<file path="src/hdl/rgbhsv_pkg.sv">
// shared types and constants for the rgb to hsv converter
// no dependencies
`default_nettype none

package rgbhsv_pkg;

   localparam int PIXEL_W    = 32;
   localparam int CHAN_W     = 8;
   localparam int HUE_W      = 15;
   localparam int SAT_W      = 8;
   localparam int SECTOR_DEG = 60;

   // 60 degree hue sectors, code times 60 is the sector base in degrees
   typedef enum logic [2:0] {
      SECTOR_RED_YEL = 3'd0,
      SECTOR_YEL_GRN = 3'd1,
      SECTOR_GRN_CYN = 3'd2,
      SECTOR_CYN_BLU = 3'd3,
      SECTOR_BLU_MAG = 3'd4,
      SECTOR_MAG_RED = 3'd5
   } hue_sector_type;

   // per-pixel side information carried along the pipeline
   typedef struct packed {
      hue_sector_type     sector;
      logic               grey;
      logic               black;
      logic [CHAN_W-1:0]  brightness;
   } pix_info_type;

endpackage

`default_nettype wire

</file>
<file path="src/hdl/rgbhsv_front.sv">
// front end: channel max/min, hue sector and the two divider operands
// depends on rgbhsv_pkg
`default_nettype none

module rgbhsv_front #(
   parameter int HUE_FRAC_BITS = 6,
   parameter int QUO_W         = 12
) (
   input  wire logic                                           clock,
   input  wire logic                                           reset,
   input  wire logic                                           in_valid,
   output logic                                                in_ready,
   input  wire logic [rgbhsv_pkg::PIXEL_W-1:0]                 in_pixel,
   output logic                                                out_valid,
   input  wire logic                                           out_ready,
   output logic [rgbhsv_pkg::CHAN_W+QUO_W-1:0]                 out_hue_acc,
   output logic [rgbhsv_pkg::CHAN_W+QUO_W-1:0]                 out_sat_acc,
   output logic [rgbhsv_pkg::CHAN_W-1:0]                       out_hue_div,
   output logic [rgbhsv_pkg::CHAN_W-1:0]                       out_sat_div,
   output rgbhsv_pkg::pix_info_type                            out_info
);
   import rgbhsv_pkg::*;

   localparam int ACC_W = CHAN_W + QUO_W;

   logic               s1_valid_ff;
   logic [CHAN_W-1:0]  s1_x_ff, s1_x_in;
   logic [CHAN_W-1:0]  s1_delta_ff, s1_delta_in;
   pix_info_type       s1_info_ff, s1_info_in;

   logic               s2_valid_ff;
   logic [ACC_W-1:0]   s2_hue_acc_ff, s2_hue_acc_in;
   logic [ACC_W-1:0]   s2_sat_acc_ff, s2_sat_acc_in;
   logic [CHAN_W-1:0]  s2_delta_ff;
   pix_info_type       s2_info_ff;

   logic               s1_en, s2_en;

   assign s2_en    = !s2_valid_ff || out_ready;
   assign s1_en    = !s1_valid_ff || s2_en;
   assign in_ready = s1_en;

   // stage 1: max with red then green winning ties, sector and offset within it
   always_comb begin
      logic [CHAN_W-1:0] r, g, b, mx, mn;
      r = in_pixel[23:16];
      g = in_pixel[15:8];
      b = in_pixel[7:0];
      mn = r;
      if (g < mn) mn = g;
      if (b < mn) mn = b;
      if (r >= g && r >= b) begin
         mx = r;
      end else if (g >= b) begin
         mx = g;
      end else begin
         mx = b;
      end
      s1_delta_in = mx - mn;
      if (r >= g && r >= b) begin
         if (g >= b) begin
            s1_info_in.sector = SECTOR_RED_YEL;
            s1_x_in           = g - b;
         end else begin
            s1_info_in.sector = SECTOR_MAG_RED;
            s1_x_in           = s1_delta_in - (b - g);
         end
      end else if (g >= b) begin
         if (b >= r) begin
            s1_info_in.sector = SECTOR_GRN_CYN;
            s1_x_in           = b - r;
         end else begin
            s1_info_in.sector = SECTOR_YEL_GRN;
            s1_x_in           = s1_delta_in - (r - b);
         end
      end else begin
         if (r >= g) begin
            s1_info_in.sector = SECTOR_BLU_MAG;
            s1_x_in           = r - g;
         end else begin
            s1_info_in.sector = SECTOR_CYN_BLU;
            s1_x_in           = s1_delta_in - (g - r);
         end
      end
      s1_info_in.grey       = (s1_delta_in == '0);
      s1_info_in.black      = (mx == '0);
      s1_info_in.brightness = mx;
   end

   // stage 2: hue numerator 60*x scaled by the fraction bits, saturation numerator 255*delta
   always_comb begin
      logic [CHAN_W+5:0] x60;
      x60 = {s1_x_ff, 6'd0} - {4'd0, s1_x_ff, 2'd0};
      s2_hue_acc_in = ACC_W'(x60) << HUE_FRAC_BITS;
      s2_sat_acc_in = ACC_W'({s1_delta_ff, 8'd0} - {8'd0, s1_delta_ff});
   end

   always_ff @(posedge clock) begin
      if (reset) begin
         s1_valid_ff <= 1'b0;
         s2_valid_ff <= 1'b0;
      end else begin
         if (s1_en) s1_valid_ff <= in_valid;
         if (s2_en) s2_valid_ff <= s1_valid_ff;
      end
   end

   always_ff @(posedge clock) begin
      if (s1_en) begin
         s1_x_ff     <= s1_x_in;
         s1_delta_ff <= s1_delta_in;
         s1_info_ff  <= s1_info_in;
      end
      if (s2_en) begin
         s2_hue_acc_ff <= s2_hue_acc_in;
         s2_sat_acc_ff <= s2_sat_acc_in;
         s2_delta_ff   <= s1_delta_ff;
         s2_info_ff    <= s1_info_ff;
      end
   end

   assign out_valid   = s2_valid_ff;
   assign out_hue_acc = s2_hue_acc_ff;
   assign out_sat_acc = s2_sat_acc_ff;
   assign out_hue_div = s2_delta_ff;
   assign out_sat_div = s2_info_ff.brightness;
   assign out_info    = s2_info_ff;

endmodule

`default_nettype wire

</file>
<file path="src/hdl/rgbhsv_divider.sv">
// pipelined restoring divider, two lanes (hue and saturation), one quotient bit per stage
// depends on rgbhsv_pkg
`default_nettype none

module rgbhsv_divider #(
   parameter int QUO_W = 12
) (
   input  wire logic                                clock,
   input  wire logic                                reset,
   input  wire logic                                in_valid,
   output logic                                     in_ready,
   input  wire logic [rgbhsv_pkg::CHAN_W+QUO_W-1:0] in_hue_acc,
   input  wire logic [rgbhsv_pkg::CHAN_W+QUO_W-1:0] in_sat_acc,
   input  wire logic [rgbhsv_pkg::CHAN_W-1:0]       in_hue_div,
   input  wire logic [rgbhsv_pkg::CHAN_W-1:0]       in_sat_div,
   input  wire rgbhsv_pkg::pix_info_type            in_info,
   output logic                                     out_valid,
   input  wire logic                                out_ready,
   output logic [QUO_W-1:0]                         out_hue_quo,
   output logic [QUO_W-1:0]                         out_sat_quo,
   output rgbhsv_pkg::pix_info_type                 out_info
);
   import rgbhsv_pkg::*;

   localparam int ACC_W = CHAN_W + QUO_W;

   // acc holds {partial remainder, unconsumed dividend bits / quotient bits so far}
   function automatic logic [ACC_W-1:0] div_step(input logic [ACC_W-1:0] acc,
                                                  input logic [CHAN_W-1:0] d);
      logic [CHAN_W:0] trial;
      logic [CHAN_W:0] diff;
      trial = acc[ACC_W-1 -: CHAN_W+1];
      diff  = trial - {1'b0, d};
      if (trial >= {1'b0, d}) begin
         return {diff[CHAN_W-1:0], acc[QUO_W-2:0], 1'b1};
      end else begin
         return {trial[CHAN_W-1:0], acc[QUO_W-2:0], 1'b0};
      end
   endfunction

   logic               valid_q   [QUO_W+1];
   logic               en        [QUO_W+1];
   logic [ACC_W-1:0]   hue_acc_q [QUO_W+1];
   logic [ACC_W-1:0]   sat_acc_q [QUO_W+1];
   logic [CHAN_W-1:0]  hue_div_q [QUO_W+1];
   logic [CHAN_W-1:0]  sat_div_q [QUO_W+1];
   pix_info_type       info_q    [QUO_W+1];

   assign valid_q[0]   = in_valid;
   assign hue_acc_q[0] = in_hue_acc;
   assign sat_acc_q[0] = in_sat_acc;
   assign hue_div_q[0] = in_hue_div;
   assign sat_div_q[0] = in_sat_div;
   assign info_q[0]    = in_info;
   assign en[QUO_W]    = out_ready;
   assign in_ready     = en[0];

   for (genvar k = 0; k < QUO_W; k++) begin : g_step
      logic               valid_ff;
      logic [ACC_W-1:0]   hue_acc_ff, hue_acc_in;
      logic [ACC_W-1:0]   sat_acc_ff, sat_acc_in;
      logic [CHAN_W-1:0]  hue_div_ff;
      logic [CHAN_W-1:0]  sat_div_ff;
      pix_info_type       info_ff;

      // a stage moves when it is empty or the stage after it moves
      assign en[k] = !valid_ff || en[k+1];

      assign hue_acc_in = div_step(hue_acc_q[k], hue_div_q[k]);
      assign sat_acc_in = div_step(sat_acc_q[k], sat_div_q[k]);

      always_ff @(posedge clock) begin
         if (reset) begin
            valid_ff <= 1'b0;
         end else if (en[k]) begin
            valid_ff <= valid_q[k];
         end
      end

      always_ff @(posedge clock) begin
         if (en[k]) begin
            hue_acc_ff <= hue_acc_in;
            sat_acc_ff <= sat_acc_in;
            hue_div_ff <= hue_div_q[k];
            sat_div_ff <= sat_div_q[k];
            info_ff    <= info_q[k];
         end
      end

      assign valid_q[k+1]   = valid_ff;
      assign hue_acc_q[k+1] = hue_acc_ff;
      assign sat_acc_q[k+1] = sat_acc_ff;
      assign hue_div_q[k+1] = hue_div_ff;
      assign sat_div_q[k+1] = sat_div_ff;
      assign info_q[k+1]    = info_ff;
   end

   assign out_valid   = valid_q[QUO_W];
   assign out_hue_quo = hue_acc_q[QUO_W][QUO_W-1:0];
   assign out_sat_quo = sat_acc_q[QUO_W][QUO_W-1:0];
   assign out_info    = info_q[QUO_W];

endmodule

`default_nettype wire

</file>
<file path="src/hdl/rgb_to_hsv_converter.sv">
// Converts one ARGB pixel per clock into hue, saturation and value (alpha is
// dropped). Hue comes in 1/2^HUE_FRAC_BITS degree steps, floored, 0 when the
// pixel is grey; saturation is floor(255*delta/max), 0 for black; brightness is
// the largest channel. A new pixel is taken every cycle unless a stalled
// result has backed the pipeline up to its input; a pixel passes through
// max(HUE_FRAC_BITS+6, 8) + 3 register stages: two front-end stages, one stage
// per quotient bit of the pipelined hue and saturation dividers, and the output
// register. The transfer edge loads the first stage. A stalled result backs up
// the pipeline only as far as it is full.
// depends on rgbhsv_pkg, rgbhsv_front, rgbhsv_divider
`default_nettype none

module rgb_to_hsv_converter #(
   parameter int HUE_FRAC_BITS = 6
) (
   input  wire logic                             clock,
   input  wire logic                             reset,
   input  wire logic                             req_valid,
   output logic                                  req_ready,
   input  wire logic [rgbhsv_pkg::PIXEL_W-1:0]   req_argb_pixel,
   output logic                                  rsp_valid,
   input  wire logic                             rsp_ready,
   output logic [rgbhsv_pkg::HUE_W-1:0]          rsp_hue,
   output logic [rgbhsv_pkg::SAT_W-1:0]          rsp_saturation,
   output logic [rgbhsv_pkg::CHAN_W-1:0]         rsp_brightness
);
   import rgbhsv_pkg::*;

   localparam int HUE_QUO_W   = HUE_FRAC_BITS + 6;
   localparam int QUO_W       = (HUE_QUO_W > SAT_W) ? HUE_QUO_W : SAT_W;
   localparam int ACC_W       = CHAN_W + QUO_W;
   localparam int HUE_FULL_W  = HUE_FRAC_BITS + 9;
   localparam int SECTOR_STEP = SECTOR_DEG << HUE_FRAC_BITS;

   logic               fr_valid, fr_ready;
   logic [ACC_W-1:0]   fr_hue_acc, fr_sat_acc;
   logic [CHAN_W-1:0]  fr_hue_div, fr_sat_div;
   pix_info_type       fr_info;

   logic               dv_valid, dv_ready;
   logic [QUO_W-1:0]   dv_hue_quo, dv_sat_quo;
   pix_info_type       dv_info;

   logic               rsp_valid_ff;
   logic [HUE_W-1:0]   rsp_hue_ff, rsp_hue_in;
   logic [SAT_W-1:0]   rsp_sat_ff, rsp_sat_in;
   logic [CHAN_W-1:0]  rsp_val_ff;
   logic [HUE_FULL_W-1:0] hue_full;
   logic [2:0]         sector_code;

   rgbhsv_front #(
      .HUE_FRAC_BITS (HUE_FRAC_BITS),
      .QUO_W         (QUO_W)
   ) u_front (
      .clock       (clock),
      .reset       (reset),
      .in_valid    (req_valid),
      .in_ready    (req_ready),
      .in_pixel    (req_argb_pixel),
      .out_valid   (fr_valid),
      .out_ready   (fr_ready),
      .out_hue_acc (fr_hue_acc),
      .out_sat_acc (fr_sat_acc),
      .out_hue_div (fr_hue_div),
      .out_sat_div (fr_sat_div),
      .out_info    (fr_info)
   );

   rgbhsv_divider #(
      .QUO_W (QUO_W)
   ) u_divider (
      .clock       (clock),
      .reset       (reset),
      .in_valid    (fr_valid),
      .in_ready    (fr_ready),
      .in_hue_acc  (fr_hue_acc),
      .in_sat_acc  (fr_sat_acc),
      .in_hue_div  (fr_hue_div),
      .in_sat_div  (fr_sat_div),
      .in_info     (fr_info),
      .out_valid   (dv_valid),
      .out_ready   (dv_ready),
      .out_hue_quo (dv_hue_quo),
      .out_sat_quo (dv_sat_quo),
      .out_info    (dv_info)
   );

   assign dv_ready = !rsp_valid_ff || rsp_ready;

   // hue = sector base plus the scaled in-sector fraction, kept to the port width
   assign sector_code = dv_info.sector;
   assign hue_full    = HUE_FULL_W'(sector_code) * HUE_FULL_W'(SECTOR_STEP)
                      + HUE_FULL_W'(dv_hue_quo);
   assign rsp_hue_in  = dv_info.grey  ? '0 : HUE_W'(hue_full);
   assign rsp_sat_in  = dv_info.black ? '0 : dv_sat_quo[SAT_W-1:0];

   always_ff @(posedge clock) begin
      if (reset) begin
         rsp_valid_ff <= 1'b0;
      end else if (dv_ready) begin
         rsp_valid_ff <= dv_valid;
      end
   end

   always_ff @(posedge clock) begin
      if (dv_ready) begin
         rsp_hue_ff <= rsp_hue_in;
         rsp_sat_ff <= rsp_sat_in;
         rsp_val_ff <= dv_info.brightness;
      end
   end

   assign rsp_valid      = rsp_valid_ff;
   assign rsp_hue        = rsp_hue_ff;
   assign rsp_saturation = rsp_sat_ff;
   assign rsp_brightness = rsp_val_ff;

endmodule

`default_nettype wire

</file>
<file path="config.mk">
export PLATFORM = sky130hd
export DESIGN_NAME = rgb_to_hsv_converter
export DESIGN_NICKNAME = d
export VERILOG_FILES = /design/src/hdl/rgbhsv_pkg.sv /design/src/hdl/rgbhsv_front.sv /design/src/hdl/rgbhsv_divider.sv /design/src/hdl/rgb_to_hsv_converter.sv
export SDC_FILE = /design/constraint.sdc
export NUM_CORES = 1
export LEC_CHECK = 0
export ABC_AREA = 1
export BUFFER_PORTS_ARGS = -buffer_cell sky130_fd_sc_hd__buf_2
export CORE_MARGIN = 4
export CORE_UTILIZATION = 55
export DETAILED_ROUTE_END_ITERATION = 16
export HOLD_SLACK_MARGIN = 0.05
export PLACE_DENSITY_LB_ADDON = 0.15
export SLEW_MARGIN = 20
export SYNTH_ARGS = -nofsm -noshare
export SYNTH_HDL_FRONTEND = slang
export SYNTH_HIERARCHICAL = 1
export SYNTH_SLANG_ARGS = --single-unit
export TNS_END_PERCENT = 20
</file>
<file path="constraint.sdc">
create_clock -name clock -period 9.5 [get_ports clock]
set_input_delay 0.95 -clock clock [delete_from_list [all_inputs] [get_ports clock]]
set_output_delay 0.95 -clock clock [all_outputs]
set_load 0.01 [all_outputs]
</file>
# Yosys cells after proc, flatten, opt, wreduce, memory -nomap -nowiden
# Index checks and enable logic that the tools add are counted.
dict set report classes {
  multipliers 1
  n_mux 38
  reduce_logical 33
  n_lt_le_gt_ge 30
  addsub 35
}
# cell count
set op_table {}
lappend op_table {{$mux W20} 22}
lappend op_table {{$sub A8 B8 Y8} 32}
lappend op_table {{$ge A9 B8 Y1} 24}
lappend op_table {{$mux W8} 9}
lappend op_table {{$ge A8 B8 Y1} 4}
lappend op_table {{$sub A16 B8 Y17} 1}
lappend op_table {{$logic_not A8 Y1} 2}
lappend op_table {{$lt A8 B8 Y1} 2}
lappend op_table {{$add A15 B12 Y15} 1}
lappend op_table {{$logic_not A1 Y1} 15}
lappend op_table {{$logic_or A1 B1 Y1} 15}
lappend op_table {{$sub A14 B10 Y14} 1}
lappend op_table {{$mux W3} 4}
lappend op_table {{$mul A3 B4 Y7 const B} 1}
lappend op_table {{$mux W1} 2}
lappend op_table {{$mux W2} 1}
lappend op_table {{$logic_and A1 B1 Y1} 1}
dict set report word_totals {
  elab_cells 251
  register_bits 831
  out_inout_bits 33
}

# Longest topological paths before layout
dict set report logic_depth {
  word_depth 16
  ltp_mapped 44
}

# Cells and area by module
# The synthesis kept the hierarchy.
# mod cells_each instances area_each_um2
set modules_own_cells {}
lappend modules_own_cells {rgbhsv_divider 2575 1 35012.3}
lappend modules_own_cells {rgbhsv_front 759 1 6643.9}
lappend modules_own_cells {rgb_to_hsv_converter 143 1 1552.7}

# Worst setup path before layout
# Ideal clock, no wire load.
dict set report synth_path {
  path_type {input to output}
  start {input rsp_ready}
  end {output req_ready}
  cell_stages 10
  t_arrival_ps 7352
  path_slack_ps 1198
  required_ps 8550
  cell_sequence {inv_1 nand2_1 inv_1 nand4_2 nor3_4 nand4_4 nor2_4 nand4_2 inv_1 nand3_1}
}
# element line
set synth_rtl {}
lappend synth_rtl {{start, declared} rgb_to_hsv_converter.sv:22} ;# input wire logic rsp_ready,
lappend synth_rtl {{end, declared} rgb_to_hsv_converter.sv:19} ;# output logic req_ready,

# Worst setup path after layout
dict set report layout_path {
  start {input req_argb_pixel[16] (netlist name)}
  end {register u_front.s1_x_ff[7], data pin}
}
dict set report layout_between {
  elab_chain_len 9
  word_cells_on_any_way 22
}
# element line
set layout_rtl {}
lappend layout_rtl {{start, declared} rgb_to_hsv_converter.sv:20} ;# input wire logic [rgbhsv_pkg::PIXEL_W-1:0] req_argb_pixel,
lappend layout_rtl {{$lt A8 B8 Y1} rgbhsv_front.sv:50} ;# if (g < mn) mn = g;
lappend layout_rtl {{$mux W8} rgbhsv_front.sv:50}
lappend layout_rtl {{$lt A8 B8 Y1} rgbhsv_front.sv:51} ;# if (b < mn) mn = b;
lappend layout_rtl {{$mux W8} rgbhsv_front.sv:51}
lappend layout_rtl {{$sub A8 B8 Y8 *} rgbhsv_front.sv:59} ;# s1_delta_in = mx - mn;
lappend layout_rtl {{net u_front.s1_delta_in[2]} rgbhsv_front.sv:28} ;# logic [CHAN_W-1:0] s1_delta_ff, s1_delta_in;
lappend layout_rtl {{$sub A8 B8 Y8, on equally long branches} {rgbhsv_front.sv:82, rgbhsv_front.sv:74}}
lappend layout_rtl {{$mux W8, on equally long branches} {rgbhsv_front.sv:77, rgbhsv_front.sv:69}}
lappend layout_rtl {{$mux W8} rgbhsv_front.sv:68} ;# end else if (g >= b) begin
lappend layout_rtl {{$mux W8 *} rgbhsv_front.sv:60} ;# if (r >= g && r >= b) begin
lappend layout_rtl {{net u_front.s1_x_in[7]} rgbhsv_front.sv:27} ;# logic [CHAN_W-1:0] s1_x_ff, s1_x_in;
lappend layout_rtl {{end signal, assigned} rgbhsv_front.sv:110} ;# s1_x_ff <= s1_x_in;
lappend layout_rtl {{end, declared} rgbhsv_front.sv:27}
# The timed path passes the listed nets; every way through them passes the cells marked *.
# A chain may end at the register's enable or synchronous reset.

==> metrics.txt <==
status complete, no violations; top routing layer used met5; post-CTS setup buffers 0; Max-cap violations 0; PortBufs 60; Critical Path Start Type input port; max_slew headroom 27.5%; synthesized instance count 3435; CTS buffer count 90; Clock Tree Buf Depth 3; RSZ-0062 raised after global routing no; clock skew 0.0436 ns; Final setup viols 0; initial antenna violation count 2; # hold bufs at CTS 0; critical path type in -> reg; WP data arrival 7.98 ns; Layout area overhead 10.1%; number of gates resized after CTS 0; Via density 5.16; LEAKAGE 20.1 nW; hpwl dp 53.3 mm; endpoints failing hold 0; Final #Nets 3914; Syn Std Cell Area 0.0419 mm²; slowest stage delay, CP 0.88 ns; Critical path buffers and inverters 8; GRT Resource Usage Total 18.0%; DIE AREA 0.0807 mm²; most frequent CP cell nand2_1; CP Capture Type flop; 1st-pass router iterations 7; largest net degree at the start of global routing 71; Worst path top cell family by delay adder cells; Worst Tran Pin Value 1.08 ns; met3 wire len 2.78 mm; wire per inst 15.4 µm; Root Buffer clkbuf_16; Skew-Pair Late Insertion Delay 0.64 ns; Total Wirelength 71.0 mm; Period minus WS final 7.59 ns; vias in the first global route 24563; share of cells above drive strength 1 10.3%; setup_tns 0 ns; Slew Limit Fails 0; YS warnings 6; Peak VDD IR 0.193 mV; antenna viol nets, final 0; total power 17.6 mW; crit share post-route 79.9%; vias 23795; global route total overflow 0; H-tree level count 3; Hold WC Path Type reg -> reg; Starting Density 55.3%; DR DRC count 0; CTS tree built; Final Wtd Congestion 0.918; CORE AREA 0.0758 mm²; synthesized area per cell 12.2 µm²; DR WL met2 35.6 mm; critical path data required time 9.89 ns; width of the die 284 µm; io pins 69; first-pass GRT wire length 119 mm; M1 WL 30.4 mm; antenna fix cells 0; CTS sink count 878; row count 101; DR iter-0 viols 1207; clock slew at reported path FFs 0.06 ns; f_max 132 MHz; chip height 284 µm; CP max-delay cell xor2_1; CP max FO 16; Power Density 381 mW/mm²
==> layer usage <==
metal	global-route usage, %	vias to the layer above
met5	0	-
li1	-	12022
met1	22.3	11216
met3	2.96	167
met2	31.9	388
met4	6.42	2
==> state kept, by name, indices dropped and copies added, names as in the netlist <==
| register | flops |
|---|---|
| rsp_brightness | 8 |
| rsp_hue | 15 |
| rsp_saturation | 8 |
| rsp_valid | 1 |
| u_divider/g_step.hue_acc_ff | 232 |
| u_divider/g_step.hue_div_ff | 88 |
| u_divider/g_step.info_ff | 143 |
| u_divider/g_step.sat_acc_ff | 190 |
| u_divider/g_step.sat_div_ff | 88 |
| u_divider/g_step.valid_ff | 11 |
| u_divider/out_info | 13 |
| u_divider/out_valid | 1 |
| u_front/out_hue_acc | 12 |
| u_front/out_hue_div | 7 |
| u_front/out_info | 5 |
| u_front/out_sat_acc | 17 |
| u_front/out_sat_div | 8 |
| u_front/out_valid | 1 |
| u_front/s1_delta_ff | 8 |
| u_front/s1_info_ff | 13 |
| u_front/s1_valid_ff | 1 |
| u_front/s1_x_ff | 8 |
==> worst reg2reg max path, stage by stage, from the launching register on <==
cell and delay (ns):
dfxtp_1 0.31, nand2_1 0.06, buf_4 0.39, inv_1 0.20, nand4_4 0.10, buf_4 0.65, nor3_4 0.10, nand4_4 0.09
buf_4 0.64, nor2_4 0.14, nand4_4 0.10, buf_4 0.70, inv_1 0.20, nand2_2 0.09, buf_4 0.56
==> stage by stage <==
stage / setup slack (ns) / instances / hold slack (ns) / utilization [%] / cell area [µm²]
after detailed placement: 1.38 / 4443 / 0.405 / 57.0 / 43200
after global routing: 1.54 / 4610 / 0.382 / 60.9 / 46200
after global placement: 1.46 / 4443 / 0.401 / 57.0 / 43200
after floorplan: 1.36 / 3443 / 0.400 / - / 42000
final: 1.91 / 4610 / 0.386 / 60.9 / 46200
after CTS: 2.06 / 4610 / 0.382 / 60.9 / 46200
==> cell usage in the layout, fill, tap and decap left out, types with 16 or more instances in the layout <==
cell type and n:
buf_4 16, a21oi_1 218, xnor2_1 59, nand3b_1 19, inv_1 500, o21ai_0 109
edfxtp_1 863, o21ai_1 34, buf_2 60, xor2_1 105, nand3_1 133, o21bai_1 18
nand2_1 557, clkinv_1 21, fa_1 51, o21ai_2 29, clkbuf_16 91, inv_2 25
ha_1 270, nand4_1 17, nand2_2 31, nor2_1 190
==> layout make-up <==
class / count / area [µm²]
Timing Repair Buffer: 76 / 420
Multi-Input combinational cell: 1985 / 13400
Clock buffer: 109 / 2370
Inverter: 526 / 1980
Fill cell: 5877 / 29600
Sequential cell: 878 / 26200
Clock inverter: 58 / 613
Tap cell: 978 / 1220
==> worst paths after layout <==
path / cells past startpoint / startpoint / end / slack, ns
worst max-delay path: 40 / req_argb_pixel[16] / u_front/s1_x_ff[7] / 1.91
worst min-delay path: 0 / u_divider/g_step[0].hue_acc_ff[2] / u_divider/g_step[1].hue_acc_ff[3] / 0.39
worst max register to register: 14 / rsp_valid / u_front/out_info[12] / 4.75
worst min register to register: 0 / u_divider/g_step[0].hue_acc_ff[2] / u_divider/g_step[1].hue_acc_ff[3] / 0.39
==> power breakdown <==
group	total [mW]	leakage (nW)	switching, mW	internal, mW
combinational	7.09	9.33	4.27	2.82
clock	3.48	1.45	1.41	2.06
sequential	7.03	9.30	0.689	6.34
Power figures use the tool's default switching activity.
